$ cat config.mk
export PLATFORM = sky130hd
export DESIGN_NAME = fir_full_convolution_core
export DESIGN_NICKNAME = d
export VERILOG_FILES = /design/src/rtl/ffc_pkg.sv /design/src/rtl/ffc_mac.sv /design/src/rtl/fir_full_convolution_core.sv
export SDC_FILE = /design/constraint.sdc
export NUM_CORES = 2
export LEC_CHECK = 0
export BUFFER_PORTS_ARGS = -buffer_cell sky130_fd_sc_hd__buf_4
export CORE_ASPECT_RATIO = 1.75
export CORE_MARGIN = 3
export CORE_UTILIZATION = 35
export DETAILED_ROUTE_END_ITERATION = 8
export PLACE_DENSITY = 0.55
export SYNTH_ARGS = -nofsm -noshare
export SYNTH_HDL_FRONTEND = slang
export SYNTH_SLANG_ARGS = --single-unit
export TNS_END_PERCENT = 1
$ cat constraint.sdc
create_clock -name clock -period 18.7 [get_ports clock]
set_input_delay 4.675 -clock clock [delete_from_list [all_inputs] [get_ports clock]]
set_output_delay 4.675 -clock clock [all_outputs]
set_load 0.005 [all_outputs]
$ cat src/rtl/ffc_pkg.sv
// ----------------------------------------------------------------------------
// FIR full convolution package
// Shared constants, field layout and control types.
// ----------------------------------------------------------------------------
`default_nettype none

package ffc_pkg;

   localparam int MAX_TAPS_DEF     = 16;
   localparam int SAMPLE_WIDTH_DEF = 16;

   localparam int TAP_INDEX_WIDTH  = 4;
   localparam int FIELD_WIDTH      = 16;
   localparam int RESULT_WIDTH     = 36;
   localparam int TAP_COUNT_WIDTH  = 5;

   localparam int TAP_INDEX_LSB    = 0;
   localparam int COEF_LSB         = TAP_INDEX_LSB + TAP_INDEX_WIDTH;
   localparam int SAMPLE_LSB       = COEF_LSB + FIELD_WIDTH;
   localparam int REQ_FIELDS_WIDTH = SAMPLE_LSB + FIELD_WIDTH;
   localparam int REQ_DATA_WIDTH   = ((REQ_FIELDS_WIDTH + 7) / 8) * 8;
   localparam int RSP_DATA_WIDTH   = ((RESULT_WIDTH + 7) / 8) * 8;

   localparam logic [TAP_COUNT_WIDTH-1:0] TAP_COUNT_RESET = 5'd16;

   localparam logic KIND_COEF   = 1'b0;
   localparam logic KIND_SAMPLE = 1'b1;

   typedef struct packed {
      logic clear;
      logic step;
      logic active;
   } mac_ctl_type;

endpackage

`default_nettype wire

$ cat src/rtl/ffc_mac.sv
// ----------------------------------------------------------------------------
// FIR shared multiply-accumulate unit
// Registered product stage followed by a modular accumulator.
// ----------------------------------------------------------------------------
`default_nettype none

module ffc_mac #(
   parameter int SAMPLE_WIDTH = ffc_pkg::SAMPLE_WIDTH_DEF
) (
   input  wire logic                              clock,
   input  wire logic                              reset,
   input  wire ffc_pkg::mac_ctl_type              ctl,
   input  wire logic [SAMPLE_WIDTH-1:0]           coef,
   input  wire logic [SAMPLE_WIDTH-1:0]           smp,
   output logic      [ffc_pkg::RESULT_WIDTH-1:0]  acc,
   output logic                                   busy
);

   localparam int PW = 2 * SAMPLE_WIDTH;
   localparam int RW = ffc_pkg::RESULT_WIDTH;

   logic signed [PW-1:0]    prod_ff;
   logic signed [PW-1:0]    prod_in;
   logic                    prod_act_ff;
   logic [RW-1:0]           acc_ff;
   logic [RW-1:0]           acc_in;
   logic [PW+RW-1:0]        prod_wide;

   assign prod_in   = $signed(coef) * $signed(smp);
   assign prod_wide = {{RW{prod_ff[PW-1]}}, prod_ff};

   always_comb begin
      acc_in = acc_ff;
      priority if (ctl.clear) begin
         acc_in = '0;
      end else if (prod_act_ff) begin
         acc_in = acc_ff + prod_wide[RW-1:0];
      end else begin
         acc_in = acc_ff;
      end
   end

   always_ff @(posedge clock) begin
      if (reset) begin
         prod_act_ff <= 1'b0;
      end else begin
         prod_act_ff <= ctl.step && ctl.active;
      end
   end

   always_ff @(posedge clock) begin
      prod_ff <= prod_in;
      acc_ff  <= acc_in;
   end

   assign acc  = acc_ff;
   assign busy = prod_act_ff;

endmodule

`default_nettype wire

$ cat src/rtl/fir_full_convolution_core.sv
// ----------------------------------------------------------------------------
// FIR full convolution core
// Streaming direct-form FIR giving the full linear convolution of a signal.
// ----------------------------------------------------------------------------
// Usage:
//   req channel: tuser selects the transaction kind. A coefficient transaction
//   writes one tap and leaves req_tready high. A sample transaction shifts the
//   delay line and yields one result; tlast on a sample also flushes the tail
//   with tap_count-1 further results from zero input (tap_count clamped to
//   1..MAX_TAPS), the final one with tlast. rsp channel: one 36-bit Q6.30
//   result per sample and per tail step, tlast on the final. csr port:
//   csr_wr_en writes tap_count. The user must write it only while the core
//   is idle; the core does not enforce this. One multiplier is shared over
//   all MAX_TAPS delay positions; each tap passes the operand, product
//   and accumulator registers, and a result is loaded into the rsp register
//   once the MAC is idle and rsp is free. req_tready is low from a sample
//   transaction until its last result is loaded into the output register
//   and rises with it. A stalled rsp holds the result; the core waits to
//   load the next one and still takes a new transaction while the last
//   result waits. Reset clears the delay line, sets tap_count to 16 and
//   empties rsp; the tap store holds garbage until written.
// ----------------------------------------------------------------------------
`default_nettype none

module fir_full_convolution_core #(
   parameter int MAX_TAPS     = ffc_pkg::MAX_TAPS_DEF,
   parameter int SAMPLE_WIDTH = ffc_pkg::SAMPLE_WIDTH_DEF
) (
   input  wire logic                                   clock,
   input  wire logic                                   reset,
   input  wire logic                                   req_tvalid,
   output logic                                        req_tready,
   // tap_index, coefficient, sample, zero pad
   input  wire logic [ffc_pkg::REQ_DATA_WIDTH-1:0]     req_tdata,
   // kind
   input  wire logic                                   req_tuser,
   input  wire logic                                   req_tlast,
   output logic                                        rsp_tvalid,
   input  wire logic                                   rsp_tready,
   // result, zero pad
   output logic      [ffc_pkg::RSP_DATA_WIDTH-1:0]     rsp_tdata,
   output logic                                        rsp_tlast,
   input  wire logic                                   csr_wr_en,
   input  wire logic [ffc_pkg::TAP_COUNT_WIDTH-1:0]    csr_wr_data
);

   localparam int SW  = SAMPLE_WIDTH;
   localparam int FW  = ffc_pkg::FIELD_WIDTH;
   localparam int IW  = ffc_pkg::TAP_INDEX_WIDTH;
   localparam int RW  = ffc_pkg::RESULT_WIDTH;
   localparam int AW  = $clog2(MAX_TAPS);
   localparam int CW  = $clog2(MAX_TAPS + 1);

   typedef enum logic [1:0] {
      ST_IDLE,
      ST_RUN,
      ST_DRAIN
   } state_type;

   state_type                          state_ff, state_in;
   logic [ffc_pkg::TAP_COUNT_WIDTH-1:0] tap_count_ff;
   logic [CW-1:0]                      taps_ff, taps_in;
   logic [CW-1:0]                      k_ff, k_in;
   logic [CW-1:0]                      flush_ff, flush_in;
   logic                               last_ff, last_in;
   logic [SW-1:0]                      window_ff [MAX_TAPS];
   logic [SW-1:0]                      window_in [MAX_TAPS];
   logic                               rsp_valid_ff, rsp_valid_in;
   logic                               rsp_last_ff, rsp_last_in;
   logic [RW-1:0]                      rsp_data_ff, rsp_data_in;

   logic [SW-1:0]                      tap_mem [MAX_TAPS];
   logic [SW-1:0]                      tap_rd_ff;
   logic [SW-1:0]                      smp_ff;
   logic                               opnd_act_ff;
   logic                               opnd_use_ff;

   logic [IW-1:0]                      idx_field;
   logic [FW-1:0]                      coef_field;
   logic [FW-1:0]                      smp_field;
   logic [IW+AW-1:0]                   idx_ext;
   logic [FW+SW-1:0]                   coef_ext;
   logic [FW+SW-1:0]                   smp_ext;
   logic [SW-1:0]                      smp_val;
   logic [CW-1:0]                      taps_eff;
   logic                               req_accept;
   logic                               mem_we;
   logic                               rsp_free;
   logic                               mac_busy;
   logic                               unit_busy;
   logic [RW-1:0]                      acc;
   ffc_pkg::mac_ctl_type               mac_ctl;

   assign idx_field  = req_tdata[ffc_pkg::TAP_INDEX_LSB +: IW];
   assign coef_field = req_tdata[ffc_pkg::COEF_LSB +: FW];
   assign smp_field  = req_tdata[ffc_pkg::SAMPLE_LSB +: FW];
   assign idx_ext    = {{AW{1'b0}}, idx_field};
   assign coef_ext   = {{SW{1'b0}}, coef_field};
   assign smp_ext    = {{SW{1'b0}}, smp_field};
   assign smp_val    = smp_ext[SW-1:0];

   assign req_tready = (state_ff == ST_IDLE);
   assign req_accept = req_tvalid && req_tready;
   assign mem_we     = req_accept && (req_tuser == ffc_pkg::KIND_COEF)
                       && (int'(idx_field) < MAX_TAPS);
   assign rsp_free   = !rsp_valid_ff || rsp_tready;
   assign unit_busy  = opnd_act_ff || mac_busy;

   always_comb begin
      priority if (tap_count_ff == '0) begin
         taps_eff = CW'(1);
      end else if (int'(tap_count_ff) > MAX_TAPS) begin
         taps_eff = CW'(MAX_TAPS);
      end else begin
         taps_eff = CW'(tap_count_ff);
      end
   end

   always_comb begin
      state_in     = state_ff;
      taps_in      = taps_ff;
      k_in         = k_ff;
      flush_in     = flush_ff;
      last_in      = last_ff;
      window_in    = window_ff;
      rsp_valid_in = rsp_valid_ff;
      rsp_last_in  = rsp_last_ff;
      rsp_data_in  = rsp_data_ff;
      mac_ctl      = '0;
      mac_ctl.step   = opnd_act_ff;
      mac_ctl.active = opnd_use_ff;
      if (rsp_valid_ff && rsp_tready) begin
         rsp_valid_in = 1'b0;
      end
      unique case (state_ff)
         ST_IDLE: begin
            if (req_accept && (req_tuser == ffc_pkg::KIND_SAMPLE)) begin
               window_in[0] = smp_val;
               for (int i = 1; i < MAX_TAPS; i++) begin
                  window_in[i] = window_ff[i-1];
               end
               taps_in       = taps_eff;
               k_in          = '0;
               flush_in      = req_tlast ? (taps_eff - CW'(1)) : '0;
               last_in       = req_tlast;
               mac_ctl.clear = 1'b1;
               state_in      = ST_RUN;
            end
         end
         ST_RUN: begin
            for (int i = 0; i < MAX_TAPS - 1; i++) begin
               window_in[i] = window_ff[i+1];
            end
            window_in[MAX_TAPS-1] = window_ff[0];
            k_in = k_ff + CW'(1);
            if (k_ff == CW'(MAX_TAPS - 1)) begin
               state_in = ST_DRAIN;
            end
         end
         ST_DRAIN: begin
            if (!unit_busy && rsp_free) begin
               rsp_valid_in = 1'b1;
               rsp_data_in  = acc;
               rsp_last_in  = last_ff && (flush_ff == '0);
               if (flush_ff != '0) begin
                  flush_in     = flush_ff - CW'(1);
                  window_in[0] = '0;
                  for (int i = 1; i < MAX_TAPS; i++) begin
                     window_in[i] = window_ff[i-1];
                  end
                  k_in          = '0;
                  mac_ctl.clear = 1'b1;
                  state_in      = ST_RUN;
               end else begin
                  if (last_ff) begin
                     window_in = '{default: '0};
                  end
                  state_in = ST_IDLE;
               end
            end
         end
         default: begin
            state_in = ST_IDLE;
         end
      endcase
   end

   always_ff @(posedge clock) begin
      if (reset) begin
         state_ff     <= ST_IDLE;
         taps_ff      <= '0;
         k_ff         <= '0;
         flush_ff     <= '0;
         last_ff      <= 1'b0;
         window_ff    <= '{default: '0};
         rsp_valid_ff <= 1'b0;
         rsp_last_ff  <= 1'b0;
         rsp_data_ff  <= '0;
         opnd_act_ff  <= 1'b0;
         opnd_use_ff  <= 1'b0;
      end else begin
         state_ff     <= state_in;
         taps_ff      <= taps_in;
         k_ff         <= k_in;
         flush_ff     <= flush_in;
         last_ff      <= last_in;
         window_ff    <= window_in;
         rsp_valid_ff <= rsp_valid_in;
         rsp_last_ff  <= rsp_last_in;
         rsp_data_ff  <= rsp_data_in;
         opnd_act_ff  <= (state_ff == ST_RUN);
         opnd_use_ff  <= (k_ff < taps_ff);
      end
   end

   always_ff @(posedge clock) begin
      if (reset) begin
         tap_count_ff <= ffc_pkg::TAP_COUNT_RESET;
      end else if (csr_wr_en) begin
         tap_count_ff <= csr_wr_data;
      end
   end

   always_ff @(posedge clock) begin
      smp_ff <= window_ff[0];
   end

   always_ff @(posedge clock) begin
      if (mem_we) begin
         tap_mem[idx_ext[AW-1:0]] <= coef_ext[SW-1:0];
      end
      tap_rd_ff <= tap_mem[k_ff[AW-1:0]];
   end

   ffc_mac #(
      .SAMPLE_WIDTH (SAMPLE_WIDTH)
   ) u_mac (
      .clock (clock),
      .reset (reset),
      .ctl   (mac_ctl),
      .coef  (tap_rd_ff),
      .smp   (smp_ff),
      .acc   (acc),
      .busy  (mac_busy)
   );

   assign rsp_tvalid = rsp_valid_ff;
   assign rsp_tlast  = rsp_last_ff;
   assign rsp_tdata  = {{(ffc_pkg::RSP_DATA_WIDTH - RW){1'b0}}, rsp_data_ff};

endmodule

`default_nettype wire

==> results.md <==
* Number of buffers added for setup after CTS at 0
* Worst path slowest cell: buf_4
* DRT iter0 DRCs at 1775
* GRT overflow at 0
* # H-tree levels at 3
* Cell with the most instances after synthesis: dfxtp_1
* Cts repair resizes at 0
* Final ANT Viol Nets at 0
* Synth unique cells at 72
* Status: complete, no violations
* Crit path cell chain: buf_4 -> nor2b_1 -> nor3_1 -> a2bb2oi_1 -> o21ai_1 -> buf_4 -> or2_4 -> buf_4 -> a221oi_1 -> nor3_1
* DP Cell Count at 4647
* CP endpoint kind: flop
* Overall Global Routing Usage at 0.1595
* Final Hold Viols at 0
* Clock Tree Buf Depth at 3
* Leakage at 16.09 nW
* Final setup fails at 0
* Worst hold path type: reg -> reg
* Vias in the first global route at 25790
* FF-to-FF path depth at 20
* Layout area overhead at 11.07%
* Ports at 95
* Wirelength per Cell at 18.26 um
* Synth Flop Type: dfxtp_1
* Dpl hpwl at 58.81 mm
* Synth top area share at 0.2287
* PortBufs at 86
* Total Neg Setup Slack at 0 ns
* CP top delay family: simple AND/OR/NAND/NOR gates
* Setup CP Type: in -> reg
* Die X at 251.0 um
* Avg Cell Area, Syn at 10.82 um2
* Initial Utilization at 0.3541
* Worst EP required at 19.24 ns
* Clock Latency Late Sink at 0.65 ns
* Met3 Use GR at 0.02473
* Synth area leaders: dfxtp_1 23%, edfxtp_1 21%, fa_1 14%, a221oi_1 5.7%, mux4_2 4.9%
* Hold depth at 0
* Hold_buf cts at 0
* YS warnings at 0
* Share of cells above drive strength 1 at 0.1021
* RSZ-0062 raised after global routing: no
* Tot Pwr at 0.007977 W
* Finished Layout Cells at 4772
* Largest net degree at the start of global routing at 228
* Clock slew at reported path FFs at 0.06 ns
* Slew Limit Headroom at 0.2849
* Max cap viols at 0
* Post-layout worst setup margin at 11.30 ns
* Maximum clock frequency at 135.1 MHz
* Largest stage delay on the critical path at 0.92 ns
* Root Buffer: clkbuf_16
* Core ar. at 103800 um2
* Post-synth EDFFs at 256
* DRT Pass-1 Iters at 8
* Met1 usage at 0.1906
* Clock sinks at 676
* DRC at 0
* DR vias at 25140
* Post-place setup slack at 10.59 ns
* Routability cong. at 0.7991
* Synth Instances at 3397
* Post-route clock period utilization at 0.3957
* Antenna violations before repair at 4
* Register area share after synthesis at 0.4378
* Most frequent cells after synthesis: 420 x dfxtp_1, 349 x nor2_1, 315 x inv_1
* Critical Path Stages at 10
* CTS tree: done
* Post-Synthesis Cell Area at 36770 um2
* Min Tclk post-route at 7.400 ns
* Startpoint Class: primary input
* Rows at 156
* CTS Buf Count at 67
* Max Slew Vio Count at 0
* Arr. time, crit path at 7.94 ns
* Largest area contributor in the netlist: dfxtp_1
* Die area at 109100 um2
* Crit Path Max Fanout at 105
* Worst path buffer plus inverter count at 3
* Final wirelength at 87.15 mm
* GRT busiest layer: met2
* Synth async-reset ratio at 0
* Global-route wire length before repair at 140.4 mm
* Worst Skew at 0.03061 ns
* Die Ht at 434.8 um
* Crit path top cell by count: buf_4
* Seq cells post-synth at 676
* Met2 Usage GRT at 0.2855
* PD cells at 195.3 nW/um2
* Max VDD drop at 142.9 uV
* Nets@finish at 3817
* Slew @ Worst Pin at 1.073 ns
* Fin Hold WS at 0.3930 ns
* Via/cell ratio at 5.268
-- through the flow --
step | util | cell area [um2]
3_3_place_gp | 0.3717 | 38600
6_report | 0.3933 | 40840
5_1_grt | 0.3933 | 40840
4_1_cts | 0.3932 | 40830
2_1_floorplan | - | 36780
3_5_place_dp | 0.3717 | 38600
-- kinds of logic (layout without fill, tap and decap cells) --
kind of cell             after synthesis  after routing  synth area share
AND/OR/NAND/NOR                     1101           1101            0.1395
AO/OA/AOI/OAI                        507            507            0.1047
XOR/XNOR                              62             62           0.01477
flip-flops                           676            676            0.4378
multiplexers                         114            114           0.05833
other                                  1              6         0.0001020
adder cells (fa/ha/maj)              392            392            0.1871
buffers and inverters                544            571           0.05775
-- path summary, 6_finish.rpt --
check / from / slack, ns / to
min reg2reg: window_ff[250] / 0.39 / smp_ff[10]
min: window_ff[250] / 0.39 / smp_ff[10]
max reg2reg: tap_rd_ff[8] / 11.87 / u_mac.prod_ff[31]
max: rsp_tready / 11.30 / window_ff[89]
-- flip-flops by register name, indices dropped and copies added, names as in the netlist, 5 cells and up --
name / count
tap_mem: 256
window_ff: 256
rsp_data_ff: 36
u_mac.acc: 36
u_mac.prod_ff: 32
smp_ff: 16
tap_rd_ff: 16
flush_ff: 5
k_ff: 5
tap_count_ff: 5
taps_ff: 5
-- metal layers --
layer,up-vias,part of all wire
met2,461,0.52
met5,-,0.00041
li1,11860,-
met1,12670,0.41
met3,146,0.041
met4,4,0.032
-- final cells by class --
class	count	area (um2)
inverter	316	1186
tap	1343	1680
timing repair buffer	132	1011
clock buffer	84	1800
multi-input combinational	2180	18620
clock inverter	39	432.9
fill	10150	63000
sequential	676	16100
antenna	2	5.005
-- layout by cell type, fill, tap and decap left out, drive strengths merged, types with 132 or more instances in the layout --
cell,netlist,routed
inv,316,323
edfxtp,256,256
dfxtp,420,420
nand2,222,222
fa,263,263
nor2,349,349
a221oi,241,241
nor3,272,272
buf,68,132
-- where the power goes --
group          switching [W]  total (W)  internal [W]
logic                0.00259    0.00456       0.00196
clock network       0.000604    0.00138      0.000779
registers           0.000228    0.00204       0.00181
-- worst register-to-register path: stages, from the launching register on --
cell and delay [ns]:
dfxtp_1 0.86, nand2_1 0.20, fa_1 0.54, fa_1 0.47
fa_1 0.46, fa_1 0.50, inv_1 0.06, fa_1 0.52
inv_1 0.05, fa_1 0.47, inv_1 0.04, ha_1 0.33
a21o_1 0.19, a21o_1 0.20, a2111oi_2 0.55, o311ai_1 0.22
a21oi_2 0.27, a21oi_1 0.17, a211o_1 0.30, a21oi_2 0.16
xnor2_1 0.17
(Power assumes the default switching activity.)
